## src/rtl/core/kam_pkg.sv

```systemverilog
// ----------------------------------------------------------------------------
// kam_pkg
// Types, codes and fixed-point helpers shared by the Kronecker accumulator.
// ----------------------------------------------------------------------------
package kam_pkg;

	localparam int MAX_DIM    = 64;
	localparam int PROP_MAX   = 8;
	localparam int VALUE_BITS = 32;
	localparam int FRAC_BITS  = 16;

	localparam int IDX_W   = $clog2(MAX_DIM);
	localparam int PIDX_W  = $clog2(PROP_MAX);
	localparam int SIZE_W  = 7;
	localparam int PSIZE_W = 4;
	localparam int CUM_AW  = 1 + 2 * IDX_W;
	localparam int PROP_AW = 2 * PIDX_W;
	localparam int PROD_W  = 2 * VALUE_BITS;

	localparam logic [VALUE_BITS-1:0] FIXED_ONE = VALUE_BITS'(1) << FRAC_BITS;

	localparam logic [1:0] OP_REINIT = 2'd0;
	localparam logic [1:0] OP_LOAD   = 2'd1;
	localparam logic [1:0] OP_AGG    = 2'd2;
	localparam logic [1:0] OP_READ   = 2'd3;

	localparam logic [1:0] ST_OK    = 2'd0;
	localparam logic [1:0] ST_BIG   = 2'd1;
	localparam logic [1:0] ST_RANGE = 2'd2;

	typedef struct packed {
		logic [1:0]            opcode;
		logic [5:0]            row;
		logic [5:0]            col;
		logic [VALUE_BITS-1:0] value;
		logic [PSIZE_W-1:0]    prop_size;
	} kam_op_t;

	typedef struct packed {
		logic [VALUE_BITS-1:0] read_value;
		logic [SIZE_W-1:0]     matrix_size;
		logic [1:0]            status;
	} kam_res_t;

	// controller -> datapath
	typedef struct packed {
		logic              pend_load;
		logic              pend_move;
		logic [1:0]        status;
		logic [SIZE_W-1:0] size;
		logic              rd_ok;
		logic              reinit;
		logic              prop_wr;
		logic              agg_done;
		logic              walk;
		logic [PIDX_W-1:0] src;
		logic [PIDX_W-1:0] sink;
		logic [IDX_W-1:0]  yb;
		logic [IDX_W-1:0]  xb;
		logic [IDX_W-1:0]  wrow;
		logic [IDX_W-1:0]  wcol;
	} kam_ctl_t;

	// datapath -> controller
	typedef struct packed {
		logic [SIZE_W-1:0] size;
	} kam_stat_t;

	// drop the fraction bits of a full product, saturate to all ones
	function automatic logic [VALUE_BITS-1:0] sat_trunc(input logic [PROD_W-1:0] p);
		logic [PROD_W-1:0] sh;
		sh = p >> FRAC_BITS;
		if (sh[PROD_W-1:VALUE_BITS] != '0)
			return '1;
		return sh[VALUE_BITS-1:0];
	endfunction

endpackage

```

## src/rtl/core/kam_ctrl.sv

```systemverilog
// ----------------------------------------------------------------------------
// kam_ctrl
// Controller: opcode decode, range checks, aggregate walk sequencer and the
// pending/output beat handshake.
// ----------------------------------------------------------------------------
module kam_ctrl (
	input  logic               clk,
	input  logic               arst_n,
	input  logic               op_valid,
	output logic               op_ready,
	input  kam_pkg::kam_op_t   op,
	output logic               res_valid,
	input  logic               res_ready,
	input  kam_pkg::kam_stat_t stat,
	output kam_pkg::kam_ctl_t  ctl
);
	import kam_pkg::*;

	localparam int NW = PSIZE_W + SIZE_W;

	localparam logic [1:0] S_IDLE   = 2'd0;
	localparam logic [1:0] S_WALK   = 2'd1;
	localparam logic [1:0] S_DRAIN1 = 2'd2;
	localparam logic [1:0] S_DRAIN2 = 2'd3;

	logic [1:0] state_q, state_d;
	logic       pend_valid_q, res_valid_q;
	logic       out_free, pend_move, take, start_agg;

	logic [PSIZE_W-1:0] p_q;
	logic [SIZE_W-1:0]  m_q, n_q;
	logic [PIDX_W-1:0]  src_q, sink_q;
	logic [IDX_W-1:0]   yb_q, xb_q, rbase_q, cbase_q;
	logic [IDX_W-1:0]   m_last;
	logic [PSIZE_W-1:0] p_last;
	logic               xb_end, yb_end, sink_end, src_end, walk_last;

	logic [NW-1:0] n_full;
	logic          psize_bad, n_big, load_ok, read_ok;

	assign out_free  = !res_valid_q || res_ready;
	assign pend_move = pend_valid_q && out_free;
	assign op_ready  = (state_q == S_IDLE) && (!pend_valid_q || out_free);
	assign take      = op_valid && op_ready;
	assign res_valid = res_valid_q;

	assign n_full    = NW'(op.prop_size) * NW'(stat.size);
	assign psize_bad = (op.prop_size == '0) || (op.prop_size > PSIZE_W'(PROP_MAX));
	assign n_big     = n_full > NW'(MAX_DIM);
	assign load_ok   = (op.row < 6'(PROP_MAX)) && (op.col < 6'(PROP_MAX));
	assign read_ok   = ({1'b0, op.row} < stat.size) && ({1'b0, op.col} < stat.size);
	assign start_agg = take && (op.opcode == OP_AGG) && !psize_bad && !n_big;

	assign m_last    = IDX_W'(m_q - SIZE_W'(1));
	assign p_last    = p_q - PSIZE_W'(1);
	assign xb_end    = xb_q == m_last;
	assign yb_end    = yb_q == m_last;
	assign sink_end  = {1'b0, sink_q} == p_last;
	assign src_end   = {1'b0, src_q} == p_last;
	assign walk_last = xb_end && yb_end && sink_end && src_end;

	always_comb begin
		ctl           = '0;
		ctl.pend_move = pend_move;
		ctl.size      = stat.size;
		ctl.status    = ST_OK;
		ctl.walk      = state_q == S_WALK;
		ctl.src       = src_q;
		ctl.sink      = sink_q;
		ctl.yb        = yb_q;
		ctl.xb        = xb_q;
		ctl.wrow      = rbase_q + yb_q;
		ctl.wcol      = cbase_q + xb_q;
		if (take) begin
			unique case (op.opcode)
				OP_REINIT: begin
					ctl.pend_load = 1'b1;
					ctl.reinit    = 1'b1;
					ctl.size      = SIZE_W'(1);
				end
				OP_LOAD: begin
					ctl.pend_load = 1'b1;
					if (load_ok)
						ctl.prop_wr = 1'b1;
					else
						ctl.status = ST_RANGE;
				end
				OP_AGG: begin
					// accepted aggregate reports after the walk
					if (psize_bad) begin
						ctl.pend_load = 1'b1;
						ctl.status    = ST_RANGE;
					end else if (n_big) begin
						ctl.pend_load = 1'b1;
						ctl.status    = ST_BIG;
					end
				end
				OP_READ: begin
					ctl.pend_load = 1'b1;
					if (read_ok)
						ctl.rd_ok = 1'b1;
					else
						ctl.status = ST_RANGE;
				end
				default: ;
			endcase
		end
		if (state_q == S_DRAIN2) begin
			ctl.pend_load = 1'b1;
			ctl.agg_done  = 1'b1;
			ctl.size      = n_q;
		end
	end

	always_comb begin
		state_d = state_q;
		unique case (state_q)
			S_IDLE:   if (start_agg) state_d = S_WALK;
			S_WALK:   if (walk_last) state_d = S_DRAIN1;
			S_DRAIN1: state_d = S_DRAIN2;
			S_DRAIN2: state_d = S_IDLE;
			default:  state_d = S_IDLE;
		endcase
	end

	always_ff @(posedge clk or negedge arst_n) begin
		if (!arst_n) begin
			state_q      <= S_IDLE;
			pend_valid_q <= 1'b0;
			res_valid_q  <= 1'b0;
		end else begin
			state_q <= state_d;
			if (ctl.pend_load)
				pend_valid_q <= 1'b1;
			else if (pend_move)
				pend_valid_q <= 1'b0;
			if (pend_move)
				res_valid_q <= 1'b1;
			else if (res_ready)
				res_valid_q <= 1'b0;
		end
	end

	// walk order: xb fastest, then yb, sink, src
	always_ff @(posedge clk) begin
		if (start_agg) begin
			p_q     <= op.prop_size;
			m_q     <= stat.size;
			n_q     <= SIZE_W'(n_full);
			src_q   <= '0;
			sink_q  <= '0;
			yb_q    <= '0;
			xb_q    <= '0;
			rbase_q <= '0;
			cbase_q <= '0;
		end else if (state_q == S_WALK) begin
			if (!xb_end) begin
				xb_q <= xb_q + IDX_W'(1);
			end else begin
				xb_q <= '0;
				if (!yb_end) begin
					yb_q <= yb_q + IDX_W'(1);
				end else begin
					yb_q <= '0;
					if (!sink_end) begin
						sink_q  <= sink_q + PIDX_W'(1);
						rbase_q <= rbase_q + IDX_W'(m_q);
					end else begin
						sink_q  <= '0;
						rbase_q <= '0;
						src_q   <= src_q + PIDX_W'(1);
						cbase_q <= cbase_q + IDX_W'(m_q);
					end
				end
			end
		end
	end

	a_pend_no_overwrite: assert property (@(posedge clk) disable iff (!arst_n)
		ctl.pend_load |-> (!pend_valid_q || pend_move))
		else $error("pending result overwritten");

	a_walk_in_range: assert property (@(posedge clk) disable iff (!arst_n)
		(state_q == S_WALK) |-> (({1'b0, xb_q} < m_q) && ({1'b0, yb_q} < m_q) &&
		({1'b0, src_q} < p_q) && ({1'b0, sink_q} < p_q)))
		else $error("walk index out of range");

	a_drain_empty: assert property (@(posedge clk) disable iff (!arst_n)
		(state_q == S_DRAIN2) |-> (!pend_valid_q && !op_ready))
		else $error("pending slot busy at end of aggregate");

	a_walk_start: assert property (@(posedge clk) disable iff (!arst_n)
		$rose(state_q == S_WALK) |-> $past(take))
		else $error("walk started without an accepted beat");

	a_res_from_pend: assert property (@(posedge clk) disable iff (!arst_n)
		$rose(res_valid_q) |-> $past(pend_valid_q))
		else $error("result shown without a pending result");

endmodule

```

## config.mk

```make
export PLATFORM = sky130hd
export DESIGN_NAME = kam_ctrl
export DESIGN_NICKNAME = d
export VERILOG_FILES = /design/src/rtl/core/kam_pkg.sv /design/src/rtl/core/kam_ctrl.sv
export SDC_FILE = /design/constraint.sdc
export NUM_CORES = 1
export LEC_CHECK = 0
export ABC_AREA = 1
export ABC_CLOCK_PERIOD_IN_PS = 5750
export BUFFER_PORTS_ARGS = -buffer_cell sky130_fd_sc_hd__buf_4
export CAP_MARGIN = 20
export CORE_MARGIN = 2
export CORE_UTILIZATION = 55
export CTS_CLUSTER_SIZE = 14
export DETAILED_ROUTE_END_ITERATION = 7
export HOLD_SLACK_MARGIN = 0.08
export PLACE_DENSITY = 0.81
export SKIP_LAST_GASP = 1
export SLEW_MARGIN = 20
export SYNTH_ARGS = -nofsm -noshare
export SYNTH_HDL_FRONTEND = slang
export SYNTH_SLANG_ARGS = --single-unit
export TNS_END_PERCENT = 30
```

## constraint.sdc

```tcl
create_clock -name clk -period 5.75 [get_ports clk]
set_clock_uncertainty 0.05 [all_clocks]
set_input_delay 0.2875 -clock clk [delete_from_list [all_inputs] [get_ports clk]]
set_output_delay 0.2875 -clock clk [all_outputs]
set_load 0.03 [all_outputs]
```

# Word-level counts from Yosys, hierarchy flattened
# Cells that the tools add are included.
[word_totals] wordCells=99 output_inout_bits=48 reg_bits=51 in_bits=61
[classes] muxes=30 n_eq_ne=12 mul=1 magnitude_cmp=6 reduce_logical=28 addsub=10
[ops] operator="$add A6 B6 Y6" count=4
[ops] operator="$mux W6" count=3
[ops] operator="$mux W1" count=15
[ops] operator="$lt A6 B7 Y1" count=2
[ops] operator="$mux W7" count=2
[ops] operator="$add A6 B1 Y6 const B" count=2
[ops] operator="$eq A6 B6 Y1" count=2
[ops] operator="$lt A6 B4 Y1 const B" count=2
[ops] operator="$mux W12" count=1
[ops] operator="$gt A11 B7 Y1 const B" count=1
[ops] operator="$logic_and A1 B1 Y1" count=11
[ops] operator="$mul A4 B7 Y11" count=1
[ops] operator="$mux W2" count=5
[ops] operator="$eq A2 B2 Y1 const B" count=4
[ops] operator="$eq A3 B4 Y1" count=2
[ops] operator="$pmux W2 S4" count=1
[ops] operator="$add A3 B1 Y3 const B" count=2
[ops] operator="$pmux W2 S3" count=1
[ops] operator="$sub A6 B1 Y6 const B" count=1
[ops] operator="$eq A2 B1 Y1 const B" count=2
[ops] operator="$gt A4 B4 Y1 const B" count=1
[ops] operator="$logic_not A1 Y1" count=4
[ops] operator="$logic_not A2 Y1" count=2
[ops] operator="$logic_not A4 Y1" count=1
[ops] operator="11 further kinds" count=15

# Depth between registers and ports, before layout
[depth] ltp_word=10 mapped_depth=22 ltp_nobuf=21

# Worst setup path after synthesis
# OpenSTA, ideal clock, no wires.
[synth_timing] kind="input -> register" start="input port op[3] (netlist bit)" end="register m_q[0], enable pin" stages=18 arrival_time_ns=3.503 slack_ns=1.844 cell_sequence="clkbuf_1 nand2_1 fa_1 inv_1 fa_1 inv_1 fa_1 inv_1 nor2_1 nand3_1 nor2_1 nand3_1 nand2_1 nand2_1 nor2_1 nand3_1 inv_2 buf_2"
[synth_via] elab_cells_between_ends=9
[synth_lines] element="from (decl)" line_no="kam_ctrl.sv:11" text="input kam_pkg::kam_op_t op,"
[synth_lines] element="$mul A4 B7 Y11" line_no="kam_ctrl.sv:47" text="assign n_full = NW'(op.prop_size) * NW'(stat.size);"
[synth_lines] element="named net n_full[3]" line_no="kam_ctrl.sv:38" text="logic [NW-1:0] n_full;"
[synth_lines] element="$gt A11 B7 Y1" line_no="kam_ctrl.sv:49" text="assign n_big = n_full > NW'(MAX_DIM);"
[synth_lines] element="$logic_not A1 Y1" line_no="kam_ctrl.sv:52" text="assign start_agg = take && (op.opcode == OP_AGG) && !psize_bad && !n_big;"
[synth_lines] element="$logic_and A1 B1 Y1" line_no="kam_ctrl.sv:52"
[synth_lines] element="named net start_agg" line_no="kam_ctrl.sv:28" text="logic out_free, pend_move, take, start_agg;"
[synth_lines] element="to (signal assigned)" line_no="kam_ctrl.sv:148" text="m_q <= stat.size;"
[synth_lines] element="to (decl)" line_no="kam_ctrl.sv:31" text="logic [SIZE_W-1:0] m_q, n_q;"
# The timed path passes the listed nets, and every way through them passes these cells.
# A chain may end at the register's enable or synchronous reset.

# Final worst setup path
[layout_timing] start="input port op[3] (netlist bit)" end="register m_q[0], enable pin"
[layout_via] elab_cells_between_ends=9
[layout_lines] element="$mul A4 B7 Y11" line_no="kam_ctrl.sv:47"
[layout_lines] element="named net n_full[3]" line_no="kam_ctrl.sv:38"
[layout_lines] element="$gt A11 B7 Y1" line_no="kam_ctrl.sv:49"
[layout_lines] element="$logic_not A1 Y1" line_no="kam_ctrl.sv:52"
[layout_lines] element="$logic_and A1 B1 Y1" line_no="kam_ctrl.sv:52"
# The timed path passes the listed nets, and every way through them passes these cells.

==> impl_metrics.env <==
export IMPL_outcome="finished clean"
export IMPL_synthAdderAreaFrac=0.204
export IMPL_finalWorstSetupSlack_ps=1830
export IMPL_power_frac_clock=0.094
export IMPL_fin_setup_tns_ps=0
export IMPL_max_cap_violations=0
export IMPL_internal_power_mw=1.07
export IMPL_cts_tree="yes"
export IMPL_min_path_cells=1
export IMPL_synthXorXnorAreaFrac=0.0566
export IMPL_dr_pass1_iters=4
export IMPL_cp_cell_sequence="buf_4 -> nand2_1 -> fa_1 -> inv_1 -> fa_1 -> inv_1 -> fa_1 -> inv_1 -> nor2_1 -> nand3_1 -> nor2_1 -> nand3_1 -> nand2_1 -> nand2_1 -> nor2_1 -> nand3_1 -> buf_4 -> inv_2"
export IMPL_r2r_cells=11
export IMPL_switching_share=0.510
export IMPL_ys_types=36
export IMPL_antenna_cells=0
export IMPL_max_freq_mhz=255
export IMPL_nNetsFinal=887
export IMPL_seq_area_frac_synth=0.252
export IMPL_die_x_um=97.4
export IMPL_p_seq_frac=0.260
export IMPL_fill_cells=754
export IMPL_period_needed_ps=3920
export IMPL_syn_area_um2=4800
export IMPL_synth_compound_area_frac=0.0717
export IMPL_grt_max_degree=36
export IMPL_wl_um=11700
export IMPL_reg2reg_to="yb_q[0]$_SDFFE_PP0P_"
export IMPL_detail_route_antenna_nets=0
export IMPL_initial_core_util=0.558
export IMPL_hold_path_class="input pin to register"
export IMPL_clock_path_buffers=2
export IMPL_via_per_inst=5.32
export IMPL_finalHoldViolations=0
export IMPL_cp_start_kind="input pin"
export IMPL_yosys_warnings=0
export IMPL_cts_root_buffer="clkbuf_8"
export IMPL_grt_pass1_wl_um=19800
export IMPL_ir_drop_mv=0.250
export IMPL_setup_violations=0
export IMPL_fin_area_um2=5540
export IMPL_crit_fanout=35
export IMPL_vias=4600
export IMPL_synth_edf_count=17
export IMPL_detailed_place_hpwl_um=9390
export IMPL_crit_arrival_ps=3820
export IMPL_gp_congestion=0.894
export IMPL_min_to="m_q[2]$_DFFE_PP_"
export IMPL_cellPowerDensity_nw_per_um2=393
export IMPL_ff2ff_setup_slack_ps=2910
export IMPL_cts_hold_buffers=1
export IMPL_slew_headroom=0.504
export IMPL_io_buffers=76
export IMPL_grt_pass1_vias=4439
export IMPL_place_area_um2=5440
export IMPL_r2r_start="m_q[0]$_DFFE_PP_"
export IMPL_drtIter0Drc=191
export IMPL_syn_to_final_growth_pct=15.4
export IMPL_fin_total_pwr_mw=2.18
export IMPL_synthMuxAreaShare=0
export IMPL_slew_violations=0
export IMPL_cts_buffers=5
export IMPL_post_place_ws_ps=1510
export IMPL_min_period_over_period=0.683
export IMPL_htree_levels=2
export IMPL_wl_per_cell_um=13.5
export IMPL_synth_top_family_by_area="simple AND/OR/NAND/NOR gates"
export IMPL_fp_dieH_um=97.4
export IMPL_cts_clk_slew_worst_paths_ps=90
export IMPL_rows=34
export IMPL_core_region_area_um2=8590
export IMPL_track_usage=0.252
export IMPL_drc=0
export IMPL_syn_instance_count=682
export IMPL_cpPeakStageDelay_ps=590
export IMPL_drive_gt1_frac=0.139
export IMPL_clk_latency_ps=310
export IMPL_comb_power_share=0.646
export IMPL_rsz0062_at_grt="false"
export IMPL_syn_area_per_cell_um2=7.04
export IMPL_ys_seq_elements=51
export IMPL_die_area_um2=9490
export IMPL_p_leak_nw=3.10
export IMPL_critical_path_class="input pin to register"
export IMPL_cts_setup_buffers=0
export IMPL_required_ps=5640
export IMPL_cts_resized=0
export IMPL_end_kind="register"
export IMPL_syn_nets=813
export IMPL_antenna_found_initial=0
export IMPL_worst_path_max_delay_cell="fa_1"
export IMPL_synth_simple_area_share=0.301
export IMPL_hp_start="stat[2]"
export IMPL_async_flop_share=0.0784
export IMPL_clock_sinks=51
export IMPL_overflow=0
export IMPL_ios=109
export IMPL_max_slew_worst_pin_slew_ps=742
export IMPL_synthFlopType="dfxtp_1"
export IMPL_power_switching_mw=1.11
[power by group through the flow]
| stage | logic, mW | registers, mW | clock network, mW |
|---|---|---|---|
| 6_report | 1.41 | 0.566 | 0.204 |
| 5_1_grt | 1.54 | 0.582 | 0.220 |
| 4_1_cts | 1.41 | 0.565 | 0.208 |
| 3_5_place_dp | 1.41 | 0.573 | 0 |
| 3_3_place_gp | 1.36 | 0.569 | 0 |
| 2_1_floorplan | 0.885 | 0.636 | 0 |
[per-stage QoR]
| stage | utilization | cells | hold WS [ps] |
|---|---|---|---|
| finish | 0.645 | 865 | 168 |
| global route | 0.645 | 865 | 162 |
| CTS | 0.645 | 865 | 168 |
| detailed placement | 0.634 | 856 | 35.8 |
| global placement | 0.634 | 856 | 33.7 |
| floorplan | - | 682 | -58.1 |
[cell families after synthesis]
logic type | after synthesis
and+or+nand+nor | 331
buffers and inverters | 138
adders and majority gates | 70
AOI/OAI and AO/OA | 61
DFF | 51
xor gates and xnor gates | 31
[worst max-delay path, delay by kind of cell]
family,cells,cell delay (ps)
fa+ha+maj,3,1650
buf+inv,6,1070
simple gates,9,790
[layer usage]
metal  vias to the layer above  wire length, µm  GRT usage
met3                        22              555     0.0317
met2                       139             6050      0.490
met4                         0              201     0.0716
met5                         -                0          0
li1                       2306                -          -
met1                      2133             4850      0.284
[Yosys cell counts (4+ instances only)]
master      n  area (µm²)
xnor2_1    12         105
or2_2       4        25.0
nand3_1    56         280
nand2_1   198         743
nor3_1      6        30.0
edfxtp_1   17         510
dfrtp_1     4         100
inv_1     123         462
buf_2       6        30.0
a21oi_1    35         175
xor2_1     19         166
fa_1       14         280
nor2_2      6        37.5
ha_1       56         701
dfxtp_1    30         601
nor2_1     37         139
nand4_1    12        75.1
o21ai_0    10        50.1
o31ai_1     6        45.0
[how the worst max path moves through the flow]
stage	from	cells after the start	slack [ps]	end
final	op[3]	18	1830	m_q[0]$_DFFE_PP_
after global routing	op[3]	18	1540	m_q[1]$_DFFE_PP_
after CTS	op[3]	18	1810	m_q[0]$_DFFE_PP_
after detailed placement	op[3]	18	1510	n_q[3]$_DFFE_PP_
after global placement	op[3]	18	1560	n_q[6]$_DFFE_PP_
after floorplan	op[3]	18	1840	m_q[0]$_DFFE_PP_
[cell usage in the layout, fill, tap and decap left out, types with 12 or more instances in the layout]
master	netlist	routed
nand2_1	198	198
inv_1	123	123
buf_4	1	77
nand3_1	56	56
ha_1	56	56
nor2_1	37	37
a21oi_1	35	35
dfxtp_1	30	30
xor2_1	19	19
edfxtp_1	17	17
fa_1	14	14
nand4_1	12	12
xnor2_1	12	12
[cell type report]
type,count,area [µm²],area share
Tap cell,108,135,0.0244
Clock inverter,2,12.5,0.00226
Multi-Input combinational cell,493,3040,0.549
Inverter,127,477,0.0861
Timing Repair Buffer,78,588,0.106
Clock buffer,6,72.6,0.0131
Sequential cell,51,1210,0.219
[flip-flops by register name, indices dropped and copies added (netlist names)]
signal        flops
n_q               7
sink_q            3
yb_q              6
src_q             3
state_q           2
res_valid         1
cbase_q           6
m_q               6
pend_valid_q      1
rbase_q           6
xb_q              6
p_q               4
No activity file was read; power rests on OpenSTA's default activity.
